File: src/rtl/ctsk_pkg.sv
package ctsk_pkg;

    // Key event codes.
    localparam logic [1:0] CMD_SELECT = 2'd0;
    localparam logic [1:0] CMD_UP     = 2'd1;
    localparam logic [1:0] CMD_DOWN   = 2'd2;

    // Setting modes.
    localparam logic [1:0] MODE_NORMAL = 2'd0;
    localparam logic [1:0] MODE_TIME   = 2'd1;
    localparam logic [1:0] MODE_ALARM  = 2'd2;

    // Number of selects made since entering setting mode.
    localparam logic [3:0] STEP_IDLE      = 4'd0;
    localparam logic [3:0] STEP_YEAR      = 4'd1;
    localparam logic [3:0] STEP_MONTH     = 4'd2;
    localparam logic [3:0] STEP_DAY       = 4'd3;
    localparam logic [3:0] STEP_WEEK      = 4'd4;
    localparam logic [3:0] STEP_HOUR      = 4'd5;
    localparam logic [3:0] STEP_MIN       = 4'd6;
    localparam logic [3:0] STEP_SEC       = 4'd7;
    localparam logic [3:0] STEP_ALARM_HR  = 4'd8;
    localparam logic [3:0] STEP_ALARM_MIN = 4'd9;

    localparam logic [6:0] YEAR_MAX  = 7'd99;
    localparam logic [6:0] MONTH_MAX = 7'd12;
    localparam logic [6:0] WEEK_MAX  = 7'd7;
    localparam logic [6:0] HOUR_MAX  = 7'd23;
    localparam logic [6:0] MIN_MAX   = 7'd59;

    localparam logic [4:0] DAYS_LONG  = 5'd31;
    localparam logic [4:0] DAYS_SHORT = 5'd30;
    localparam logic [4:0] DAYS_FEB   = 5'd28;
    localparam logic [4:0] DAYS_LEAP  = 5'd29;

    typedef struct packed {
        logic [1:0] command;
        logic [6:0] read_value;
        logic [6:0] cur_year;
        logic [3:0] cur_month;
    } t_in_item;

    typedef struct packed {
        logic       write_valid;
        logic [3:0] field;
        logic [6:0] value;
        logic [6:0] led_pattern;
        logic       setting_active;
        logic       alarm_mode;
        logic       show_alarm;
    } t_out_item;

    typedef struct packed {
        logic [1:0] set_mode;
        logic [3:0] field_step;
        logic [6:0] work_value;
        logic [4:0] days_in_month;
        logic [4:0] alarm_hour;
        logic [5:0] alarm_minute;
    } t_state;

endpackage

File: src/rtl/clock_time_set_keys_top.sv
// Pipeline: a request is held in the input register and its result then in
// the result register, from which it can be taken; a stalled result holds
// the request behind it.
// Throughput: one request per cycle while results are taken; the key state
// update is a single combinational pass between the two registers.
// Reset (i_rst_n low at a clock edge) returns to normal display, clears the
// alarm time and sets the month length to 31; both channels come up empty.
module clock_time_set_keys_top
    import ctsk_pkg::*;
(
    input  logic      i_clk,
    input  logic      i_rst_n,
    input  logic      i_in_valid,
    output logic      o_in_ready,
    input  t_in_item  i_in_item,
    output logic      o_out_valid,
    input  logic      i_out_ready,
    output t_out_item o_out_item
);

    logic      r_in_valid;
    t_in_item  r_in;
    logic      r_out_valid;
    t_out_item r_out;
    t_state    r_state;
    t_state    n_state;
    t_out_item n_out;
    logic      advance;

    // The held request moves to the result register when that slot is free
    // or is being emptied in the same cycle.
    assign advance    = r_in_valid && (!r_out_valid || i_out_ready);
    assign o_in_ready = !r_in_valid || advance;

    ctsk_step u_step (
        .i_state  (r_state),
        .i_item   (r_in),
        .o_state  (n_state),
        .o_result (n_out)
    );

    always_ff @(posedge i_clk) begin
        if (!i_rst_n) begin
            r_in_valid  <= 1'b0;
            r_out_valid <= 1'b0;
            r_state     <= '{set_mode:      MODE_NORMAL,
                             field_step:    STEP_IDLE,
                             work_value:    7'd0,
                             days_in_month: DAYS_LONG,
                             alarm_hour:    5'd0,
                             alarm_minute:  6'd0};
        end else begin
            if (o_in_ready) begin
                r_in_valid <= i_in_valid;
            end
            if (advance) begin
                r_out_valid <= 1'b1;
                r_state     <= n_state;
            end else if (i_out_ready) begin
                r_out_valid <= 1'b0;
            end
        end
    end

    always_ff @(posedge i_clk) begin
        if (o_in_ready) begin
            r_in <= i_in_item;
        end
        if (advance) begin
            r_out <= n_out;
        end
    end

    assign o_out_valid = r_out_valid;
    assign o_out_item  = r_out;

endmodule

File: src/rtl/ctsk_step.sv
module ctsk_step
    import ctsk_pkg::*;
(
    input  t_state    i_state,
    input  t_in_item  i_item,
    output t_state    o_state,
    output t_out_item o_result
);

    logic              adjust;
    logic              in_range;
    logic [3:0]        next_step;
    logic [6:0]        lo;
    logic [6:0]        hi;
    logic signed [8:0] stepped;
    logic [6:0]        wrapped;
    logic              active;
    t_state            nxt;

    // Bounds of the field currently being set.
    always_comb begin
        in_range = 1'b1;
        lo       = 7'd0;
        hi       = MIN_MAX;
        case (i_state.field_step)
            STEP_YEAR: begin
                hi = YEAR_MAX;
            end
            STEP_MONTH: begin
                lo = 7'd1;
                hi = MONTH_MAX;
            end
            STEP_DAY: begin
                lo = 7'd1;
                hi = {2'b00, i_state.days_in_month};
            end
            STEP_WEEK: begin
                lo = 7'd1;
                hi = WEEK_MAX;
            end
            STEP_HOUR, STEP_ALARM_HR: begin
                hi = HOUR_MAX;
            end
            STEP_MIN, STEP_SEC, STEP_ALARM_MIN: begin
                hi = MIN_MAX;
            end
            default: begin
                in_range = 1'b0;
            end
        endcase
    end

    always_comb begin
        stepped = $signed({2'b00, i_state.work_value})
                + ((i_item.command == CMD_UP) ? 9'sd1 : -9'sd1);
        if (stepped > $signed({2'b00, hi})) begin
            wrapped = lo;
        end else if (stepped < $signed({2'b00, lo})) begin
            wrapped = hi;
        end else begin
            wrapped = stepped[6:0];
        end
    end

    always_comb begin
        nxt       = i_state;
        adjust    = 1'b0;
        next_step = i_state.field_step + 4'd1;
        o_result  = '0;
        case (i_item.command)
            CMD_SELECT: begin
                if (i_state.set_mode == MODE_NORMAL) begin
                    nxt.set_mode = MODE_TIME;
                end
                nxt.field_step = next_step;
                nxt.work_value = 7'd0;
                if (next_step >= STEP_YEAR && next_step <= STEP_SEC) begin
                    nxt.work_value = i_item.read_value;
                    if (next_step == STEP_DAY) begin
                        case (i_item.cur_month)
                            4'd1, 4'd3, 4'd5, 4'd7, 4'd8, 4'd10, 4'd12: begin
                                nxt.days_in_month = DAYS_LONG;
                            end
                            4'd4, 4'd6, 4'd9, 4'd11: begin
                                nxt.days_in_month = DAYS_SHORT;
                            end
                            4'd2: begin
                                nxt.days_in_month = (i_item.cur_year[1:0] != 2'd0) ?
                                                    DAYS_FEB : DAYS_LEAP;
                            end
                            default: begin
                                nxt.days_in_month = i_state.days_in_month;
                            end
                        endcase
                    end
                end else if (next_step == STEP_ALARM_HR) begin
                    nxt.set_mode   = MODE_ALARM;
                    nxt.work_value = {2'b00, i_state.alarm_hour};
                end else if (next_step == STEP_ALARM_MIN) begin
                    nxt.work_value = {1'b0, i_state.alarm_minute};
                end else begin
                    nxt.field_step = STEP_IDLE;
                    nxt.set_mode   = MODE_NORMAL;
                end
            end
            CMD_UP: begin
                if (i_state.set_mode == MODE_NORMAL) begin
                    o_result.show_alarm = 1'b1;
                end else begin
                    adjust = in_range;
                end
            end
            CMD_DOWN: begin
                adjust = (i_state.set_mode != MODE_NORMAL) && in_range;
            end
            default: begin
                adjust = 1'b0;
            end
        endcase

        if (adjust) begin
            nxt.work_value = wrapped;
            if (i_state.field_step == STEP_ALARM_HR) begin
                nxt.alarm_hour = wrapped[4:0];
            end
            if (i_state.field_step == STEP_ALARM_MIN) begin
                nxt.alarm_minute = wrapped[5:0];
            end
        end

        active = (nxt.set_mode != MODE_NORMAL) &&
                 (nxt.field_step >= STEP_YEAR) && (nxt.field_step <= STEP_ALARM_MIN);
        o_result.write_valid    = adjust;
        o_result.setting_active = (nxt.set_mode != MODE_NORMAL);
        o_result.alarm_mode     = (nxt.set_mode == MODE_ALARM);
        if (active) begin
            o_result.field = nxt.field_step - 4'd1;
            o_result.value = nxt.work_value;
            case (nxt.field_step)
                STEP_ALARM_HR:  o_result.led_pattern = 7'h10;
                STEP_ALARM_MIN: o_result.led_pattern = 7'h20;
                default:        o_result.led_pattern = 7'd1 << (nxt.field_step[2:0] - 3'd1);
            endcase
        end
        o_state = nxt;
    end

endmodule
File: config.mk
export PLATFORM = sky130hd
export DESIGN_NAME = clock_time_set_keys_top
export DESIGN_NICKNAME = d
export VERILOG_FILES = /design/src/rtl/ctsk_pkg.sv /design/src/rtl/clock_time_set_keys_top.sv /design/src/rtl/ctsk_step.sv
export SDC_FILE = /design/constraint.sdc
export NUM_CORES = 1
export LEC_CHECK = 0
export BUFFER_PORTS_ARGS = -buffer_cell sky130_fd_sc_hd__buf_2
export CAP_MARGIN = 20
export CORE_ASPECT_RATIO = 2
export CORE_UTILIZATION = 46
export DETAILED_ROUTE_END_ITERATION = 10
export PLACE_DENSITY = 0.71
export SYNTH_ARGS = -nofsm -noshare
export SYNTH_HDL_FRONTEND = slang
export SYNTH_HIERARCHICAL = 1
export SYNTH_SLANG_ARGS = --single-unit
File: constraint.sdc
create_clock -name i_clk -period 4.2 [get_ports i_clk]
set_input_delay 0.84 -clock i_clk [delete_from_list [all_inputs] [get_ports i_clk]]
set_output_delay 0.84 -clock i_clk [all_outputs]
set_load 0.1 [all_outputs]
==> results of run 1 <==
## final cells by class
cell class              count  area share (%)
well taps                 130            3.17
clock inverters             5            1.02
inverters                  34            2.48
repair buffers             57            6.28
clock buffers              11            4.53
multi-input cells         361            48.8
flip-flops and latches     68            33.7
## power breakdown
group	internal [W]	switching (W)	total (W)
clock network	0.000456	0.000279	0.000735
logic	0.000101	0.000228	0.000329
registers	0.000727	0.0000132	0.000740
total	0.00128	0.000520	0.00180
## per-stage QoR
step           setup WS, ps  power (W)  area (um2)
6_report                333    0.00180        5140
5_1_grt                 100    0.00187        5140
4_1_cts                 326    0.00181        5140
3_5_place_dp            359    0.00108        4850
3_3_place_gp            449    0.00107        4850
2_1_floorplan           516    0.00101        4500
## sequential cells by signal (all words and copies together), names as in the netlist
register,count
r_in,15
r_state,29
o_out_item,22
r_in_valid,1
o_out_valid,1
## critical path, stage by stage (launching register included)
cell      delay, ps
edfxtp_1        400
inv_1            90
ha_1            180
inv_2            80
ha_1            300
a21o_1          190
a21oi_1         180
xor2_1          240
inv_1           100
ha_1            310
nand3_1         100
o21a_1          200
maj3_2          330
o21ai_4         220
a21oi_1         100
o22ai_1         360
o21ai_0         160
nand2_1          80
mux2i_1          90
## layer usage
layer | GRT usage [%] | up-vias | routed length [um] | share of wire (%)
li1 | - | 1843 | - | -
met1 | 22.1 | 1764 | 4140 | 38
met2 | 40.7 | 101 | 5830 | 53
met3 | 4.11 | 35 | 357 | 3.3
met4 | 15.9 | 0 | 617 | 5.6
met5 | 0 | - | 0 | 0
## worst paths after layout
path	slack [ps]	to	startpoint
worst max-delay path	330	r_state[3]$_SDFFE_PN0P_	r_in[19]$_DFFE_PP_
worst min-delay path	480	r_state[7]$_SDFFE_PN0P_	r_state[7]$_SDFFE_PN0P_
worst max register to register	330	r_state[3]$_SDFFE_PN0P_	r_in[19]$_DFFE_PP_
worst min register to register	480	r_state[7]$_SDFFE_PN0P_	r_state[7]$_SDFFE_PN0P_
==> results.sh, run 1 <==
export IMPL_finalNetCount=582
export IMPL_postCtsSetupBuffers=0
export IMPL_status="finished, final reports clean"
export IMPL_die_y_um=142
export IMPL_final_cell_mix="nand2_1 (82), buf_2 (42), nor2_1 (39), edfxtp_1 (37), dfxtp_1 (31)"
export IMPL_htree_num_levels=3
export IMPL_n_fill_cell=853
export IMPL_path_max_fanout=6
export IMPL_vias_per_cell=5.62
export IMPL_hold_buffers=0
export IMPL_clk_pin_slew_worst_paths_ps=60
export IMPL_numCtsBuffers=9
export IMPL_yosysWarnings=6
export IMPL_final_core_utilization_pct=54.4
export IMPL_die_w_um=72.0
export IMPL_io_pins=48
export IMPL_cts_resized=0
export IMPL_final_hold_viol_count=0
export IMPL_syn_cell_area_um2=4500
export IMPL_p_per_area_nw_per_um2=351
export IMPL_start_kind="flip-flop"
export IMPL_initial_core_util_pct=47.7
export IMPL_max_freq_mhz=259
export IMPL_syn_inst=485
export IMPL_slew_headroom_pct=31.4
export IMPL_drive_gt1_share_pct=19.2
export IMPL_dr_first_iter_drc_count=293
export IMPL_power_leakage_nw=2.05
export IMPL_syn_nets=536
export IMPL_overflow=0
export IMPL_grt_usage_pct=22.4
export IMPL_maxCapViolations=0
export IMPL_final_common_cell="nand2_1"
export IMPL_port_buffers=42
export IMPL_detailed_place_hpwl_um=8130
export IMPL_dp_cells=650
export IMPL_drc=0
export IMPL_critPathCaptureType="flip-flop"
export IMPL_antennaDiodeCount=0
export IMPL_num_rows=50
export IMPL_wl_per_cell_um=16.4
export IMPL_dr_pass1_iters=5
export IMPL_grt_pass1_vias=3588
export IMPL_insertion_delay_ps=330
export IMPL_reg2reg_depth=18
export IMPL_grt_max_degree=56
export IMPL_multi_input_area_um2=2510
export IMPL_finalCritPeriodShare_pct=92.1
export IMPL_area_growth_pct=14.1
export IMPL_fin_crit_ps=3870
export IMPL_routed_wl_um=10900
export IMPL_whs_path_depth=2
export IMPL_cts_sinks=68
export IMPL_rsz0062_at_grt="no"
export IMPL_path_class="flip-flop to flip-flop"
export IMPL_worst_pin_slew_ps=1030
export IMPL_grt_pass1_wl_um=17200
export IMPL_vias=3743
export IMPL_setup_tns_ps=0
export IMPL_worstHoldPathType="flip-flop to flip-flop"
export IMPL_arrival_ps=4050
export IMPL_postRouteAntennaNets=0
export IMPL_fin_skew_ps=4.48
export IMPL_ir_drop_mv=0.307
export IMPL_slew_violations=0
export IMPL_die_area_um2=10200
export IMPL_cts_buffer_depth=2
export IMPL_core_um2=9450
export IMPL_antenna_found_initial=0
export IMPL_cp_required_ps=4380
export IMPL_setup_viol=0
export IMPL_cts_tree="yes"
export IMPL_whs_ps=482
export IMPL_final_cells=666
export IMPL_cts_root_buf="clkbuf_16"
export IMPL_ff_latch_area_um2=1730
export IMPL_syn_area_per_cell_um2=9.29
export IMPL_place_congestion=1.01
No activity file was read; power rests on OpenSTA's default activity.
==> run 2, diff against run 1 <==
--- a/config.mk
+++ b/config.mk
@@ -8,9 +8,10 @@
 export BUFFER_PORTS_ARGS = -buffer_cell sky130_fd_sc_hd__buf_2
 export CAP_MARGIN = 20
 export CORE_ASPECT_RATIO = 2
-export CORE_UTILIZATION = 46
+export CORE_UTILIZATION = 25
 export DETAILED_ROUTE_END_ITERATION = 10
-export PLACE_DENSITY = 0.71
+export GPL_TIMING_DRIVEN = 0
+export PLACE_DENSITY = 0.46
 export SYNTH_ARGS = -nofsm -noshare
 export SYNTH_HDL_FRONTEND = slang
 export SYNTH_HIERARCHICAL = 1
==> results.sh, run 2 (same netlist as run 1, synthesis figures left out) <==
export IMPL_worst_pin_slew_ps=1050
export IMPL_die_area_um2=18600
export IMPL_drive_gt1_share_pct=21.3
export IMPL_cts_tree="yes"
export IMPL_grt_pass1_vias=3782
export IMPL_top_register="r_state"
export IMPL_dr_first_iter_drc_count=156
export IMPL_die_w_um=96.9
export IMPL_detailed_place_hpwl_um=10000
export IMPL_wl_per_cell_um=16.6
export IMPL_grt_pass1_wl_um=19800
export IMPL_port_buffers=41
export IMPL_endpoint="o_out_item[13]$_DFFE_PP_"
export IMPL_r2r_start="r_in[19]$_DFFE_PP_"
export IMPL_grt_max_degree=32
export IMPL_cts_sinks=68
export IMPL_initial_core_util_pct=25.5
export IMPL_n_fill_cell=1814
export IMPL_power_leakage_nw=2.08
export IMPL_cts_buffer_depth=2
export IMPL_p_per_area_nw_per_um2=335
export IMPL_cp_startpoint="r_in[19]$_DFFE_PP_"
export IMPL_drc=0
export IMPL_max_freq_mhz=250
export IMPL_finalCritPeriodShare_pct=95.1
export IMPL_placed_area_um2=4980
export IMPL_slew_headroom_pct=30.2
export IMPL_insertion_delay_ps=340
export IMPL_worstHoldPathType="flip-flop to flip-flop"
export IMPL_largest_reg_flops=29
export IMPL_arrival_ps=4050
export IMPL_vias_per_cell=4.97
export IMPL_rsz0062_at_grt="no"
export IMPL_fin_crit_ps=3990
export IMPL_worst_r2r_endpoint="o_out_item[13]$_DFFE_PP_"
export IMPL_ir_drop_mv=0.190
export IMPL_numCtsBuffers=9
export IMPL_hold_buffers=0
export IMPL_routed_wl_um=12600
export IMPL_clk_pin_slew_worst_paths_ps=60
export IMPL_fin_skew_ps=6.21
export IMPL_antenna_found_initial=0
export IMPL_path_class="flip-flop to flip-flop"
export IMPL_final_hold_viol_count=0
export IMPL_post_place_ws_ps=-228
export IMPL_reg2reg_depth=16
export IMPL_die_y_um=192
export IMPL_status="finished, final reports clean"
export IMPL_cp_required_ps=4260
export IMPL_slew_violations=0
export IMPL_place_congestion=0.881
export IMPL_grt_usage_pct=14.0
export IMPL_final_common_cell="nand2_1"
export IMPL_num_rows=69
export IMPL_final_area_um2=5360
export IMPL_postRouteAntennaNets=0
export IMPL_start_kind="flip-flop"
export IMPL_antennaDiodeCount=0
export IMPL_core_um2=17700
export IMPL_setup_ws_ps=206
export IMPL_io_pins=48
export IMPL_critPathCaptureType="flip-flop"
export IMPL_setup_tns_ps=0
export IMPL_overflow=0
export IMPL_setup_viol=0
export IMPL_rrSetupSlack_ps=210
export IMPL_vias=3769
export IMPL_cts_root_buf="clkbuf_16"
export IMPL_htree_num_levels=3
export IMPL_dr_pass1_iters=4
export IMPL_maxCapViolations=0
export IMPL_total_power_w=0.00180
export IMPL_path_max_fanout=12
export IMPL_finalNetCount=591
export IMPL_final_cell_mix="nand2_1 (82), buf_2 (51), nor2_1 (39), edfxtp_1 (37), dfxtp_1 (31)"
export IMPL_area_growth_pct=19.1
-- run 2: changes by cell type in the layout (fill, tap and decap cells not counted), moves of 3 or more --
| cell | change |
|---|---|
| buf_4 | -10 |
| buf_2 | +9 |
| clkbuf_1 | +3 |
| clkinvlp_4 | +3 |
-- run 2: worst min path at each step --
stage                                         from                       end  slack [ps]  cells past startpoint
after floorplan           r_state[10]$_SDFFE_PN0P_  r_state[10]$_SDFFE_PN0P_         450                      2
after global placement     r_state[6]$_SDFFE_PN0P_   r_state[6]$_SDFFE_PN0P_         460                      2
after detailed placement   r_state[6]$_SDFFE_PN0P_   r_state[6]$_SDFFE_PN0P_         470                      2
after CTS                  r_state[6]$_SDFFE_PN0P_   r_state[6]$_SDFFE_PN0P_         480                      2
after global routing       r_state[6]$_SDFFE_PN0P_   r_state[6]$_SDFFE_PN0P_         500                      2
final                      r_state[6]$_SDFFE_PN0P_   r_state[6]$_SDFFE_PN0P_         480                      2
-- run 2: worst max-delay path, stage by stage, from the launching register on --
cell      delay [ps]
edfxtp_1         380
inv_1            120
ha_4             190
inv_2            130
ha_1             330
a21o_1           200
a21oi_2          190
xor2_2           220
inv_1            110
ha_1             310
nand3_1          100
o21a_1           200
maj3_2           330
o21ai_4          290
a21oi_1          140
o22ai_2          320
a211oi_1         130
-- run 2: final cells by class --
cell class | count | area (um2) | share of cell area, %
Buffer | 22 | 148 | 2.75
Tap cell | 213 | 267 | 4.97
Inverter | 34 | 128 | 2.38
Sequential cell | 68 | 1730 | 32.3
Clock inverter | 7 | 52.6 | 0.980
Clock buffer | 9 | 225 | 4.20
Timing Repair Buffer | 44 | 225 | 4.20
Multi-Input combinational cell | 361 | 2590 | 48.2
-- run 2: per-stage QoR --
step / std cells / util, % / hold slack, ps
final: 758 / 30.3 / 478
after global placement: 739 / 28.1 / 458
after CTS: 756 / 29.8 / 479
after global routing: 758 / 30.3 / 505
after floorplan: 485 / - / 448
after detailed placement: 740 / 28.1 / 470
-- run 2: timing repair --
action	in CTS	in global routing
buffers inserted	0	2
resized for setup	3	13
gates cloned	0	0
pin swaps	0	4
setup endpoints to repair	17	21
-- run 2: report_power, final --
group / internal [W] / total (W) / switching, W
combinational: 0.000111 / 0.000349 / 0.000238
sequential: 0.000726 / 0.000741 / 0.0000152
clock: 0.000401 / 0.000708 / 0.000308
total: 0.00124 / 0.00180 / 0.000561
-- run 2: metal layers --
layer,share of wire [%],routed length [um],global-route usage [%]
met1,36,4480,12.6
met2,54,6850,26.5
met3,3.5,441,2.58
met4,6.6,832,12.1
met5,0,0,0
==> run 3, diff against run 2 <==
==> constraint.sdc (replaced) <==
create_clock -name i_clk -period 4.3 [get_ports i_clk]
set_input_delay 0.86 -clock i_clk [delete_from_list [all_inputs] [get_ports i_clk]]
set_output_delay 0.86 -clock i_clk [all_outputs]
set_load 0.1 [all_outputs]
==> results.sh, run 3 (same netlist as run 1, synthesis figures left out) <==
export IMPL_detailed_place_hpwl_um=10000
export IMPL_vias=3771
export IMPL_fin_crit_ps=4080
export IMPL_slew_headroom_pct=31.8
export IMPL_n_fill_cell=1815
export IMPL_min_to="r_state[6]$_SDFFE_PN0P_"
export IMPL_cts_sinks=68
export IMPL_cp_slowest_cell="edfxtp_1"
export IMPL_area_growth_pct=17.6
export IMPL_antennaDiodeCount=0
export IMPL_critPathCaptureType="flip-flop"
export IMPL_grt_max_degree=32
export IMPL_crit_chain="inv_1 > ha_2 > inv_2 > ha_1 > a21o_1 > a21oi_1 > xor2_2 > inv_1 > ha_1 > nand3_1 > o21a_1 > maj3_2 > o21ai_4 > nand2_2 > a211oi_1 > nor3_1"
export IMPL_finalCritPeriodShare_pct=94.8
export IMPL_clk_pin_slew_worst_paths_ps=60
export IMPL_final_hold_viol_count=0
export IMPL_cts_tree="yes"
export IMPL_largest_reg_flops=29
export IMPL_initial_core_util_pct=25.5
export IMPL_p_per_area_nw_per_um2=330
export IMPL_dr_first_iter_drc_count=169
export IMPL_fin_skew_ps=6.07
export IMPL_rsz0062_at_grt="no"
export IMPL_numCtsBuffers=9
export IMPL_grt_pass1_vias=3782
export IMPL_reg2reg_depth=16
export IMPL_worstHoldStart="r_state[6]$_SDFFE_PN0P_"
export IMPL_die_area_um2=18600
export IMPL_whs_ps=478
export IMPL_ir_drop_mv=0.185
export IMPL_routed_wl_um=12500
export IMPL_drc=0
export IMPL_core_um2=17700
export IMPL_arrival_ps=4150
export IMPL_vias_per_cell=4.97
export IMPL_antenna_found_initial=0
export IMPL_die_w_um=96.9
export IMPL_finalNetCount=591
export IMPL_wl_per_cell_um=16.5
export IMPL_top_register="r_state"
export IMPL_power_leakage_nw=2.06
export IMPL_overflow=0
export IMPL_worst_r2r_endpoint="o_out_item[16]$_DFFE_PP_"
export IMPL_max_freq_mhz=245
export IMPL_setup_viol=0
export IMPL_drive_gt1_share_pct=20.6
export IMPL_final_core_utilization_pct=29.9
export IMPL_status="finished, final reports clean"
export IMPL_port_buffers=41
export IMPL_start_kind="flip-flop"
export IMPL_io_pins=48
export IMPL_path_max_fanout=12
export IMPL_die_y_um=192
export IMPL_num_rows=69
export IMPL_insertion_delay_ps=340
export IMPL_worstHoldPathType="flip-flop to flip-flop"
export IMPL_final_cell_mix="nand2_1 (82), buf_2 (51), nor2_1 (39), edfxtp_1 (37), dfxtp_1 (31)"
export IMPL_hold_buffers=0
export IMPL_grt_pass1_wl_um=19800
export IMPL_cts_root_buf="clkbuf_16"
export IMPL_crit_buf_inv=3
export IMPL_final_common_cell="nand2_1"
export IMPL_dr_pass1_iters=4
export IMPL_cpPeakStageDelay_ps=380
export IMPL_worst_pin_slew_ps=1020
export IMPL_cts_buffer_depth=2
export IMPL_path_class="flip-flop to flip-flop"
export IMPL_r2r_start="r_in[19]$_DFFE_PP_"
export IMPL_htree_num_levels=3
export IMPL_critPathTopFamily="compound AO/OA/AOI/OAI gates"
export IMPL_cp_required_ps=4380
export IMPL_grt_usage_pct=14.0
export IMPL_whs_path_depth=2
export IMPL_slew_violations=0
export IMPL_rrSetupSlack_ps=220
export IMPL_maxCapViolations=0
export IMPL_postRouteAntennaNets=0
export IMPL_place_congestion=0.881
==> run 3: changes by cell type in the layout (fill, tap and decap cells not counted), moves of 2 or more <==
cell / previous run / this run
a31oi_2: 0 / 2
a31oi_4: 2 / 0
o21ai_0: 17 / 19
o21ai_1: 12 / 10
==> run 3: per-stage QoR <==
stage          cells  setup TNS, ps  cell area (um2)  power, W  setup slack (ps)
2_1_floorplan    485              0             4500  0.000986               616
3_3_place_gp     739           -187             4980   0.00106             -71.0
3_5_place_dp     740           -584             4980   0.00106              -128
4_1_cts          756              0             5270   0.00177              10.7
5_1_grt          758              0             5300   0.00182              14.2
6_report         758              0             5300   0.00175               224
==> run 3: power by group <==
part	switching, W	internal [W]
clock	0.000302	0.000392
sequential	0.0000145	0.000709
combinational	0.000226	0.000104
==> run 3: worst reg2reg max path, stage by stage, from the launching register on <==
cell and delay, ps:
edfxtp_1 380, inv_1 90, ha_2 270, inv_2 150, ha_1 340, a21o_1 190
a21oi_1 250, xor2_2 230, inv_1 110, ha_1 310, nand3_1 100, o21a_1 200
maj3_2 330, o21ai_4 250, nand2_2 150, a211oi_1 380, nor3_1 90
==> run 3: routing by layer <==
layer,wire [um],global-route usage (%)
met1,4380,12.6
met2,6800,26.5
met3,445,2.58
met4,864,12.1
met5,0,0
==> run 3: cell type report <==
| cell class | instances | area, um2 | share of cell area (%) |
|---|---|---|---|
| buffer | 22 | 146 | 2.76 |
| clock buffer | 9 | 225 | 4.25 |
| clock inverter | 7 | 52.6 | 0.992 |
| inverter | 34 | 128 | 2.41 |
| multi-input combinational | 361 | 2520 | 47.6 |
| sequential | 68 | 1730 | 32.7 |
| tap | 213 | 267 | 5.03 |
| timing repair buffer | 44 | 225 | 4.25 |
==> run 3: timing repair <==
item | 4_1_cts | 5_1_grt
setup endpoints to repair | 13 | 19
buffers inserted | 0 | 2
gates resized for setup | 2 | 2
pin swaps | 0 | 1
==> run 3: worst max-delay path by stage <==
stage | start | cells after the start | end | slack (ps)
after CTS | r_in[19]$_DFFE_PP_ | 17 | o_out_item[15]$_DFFE_PP_ | 10
after detailed placement | r_in[19]$_DFFE_PP_ | 16 | o_out_item[13]$_DFFE_PP_ | -130
after global placement | r_in[19]$_DFFE_PP_ | 16 | o_out_item[13]$_DFFE_PP_ | -70
after floorplan | r_in[19]$_DFFE_PP_ | 16 | o_out_item[10]$_DFFE_PP_ | 620
final | r_in[19]$_DFFE_PP_ | 16 | o_out_item[16]$_DFFE_PP_ | 220
after global routing | r_in[19]$_DFFE_PP_ | 16 | o_out_item[10]$_DFFE_PP_ | 10
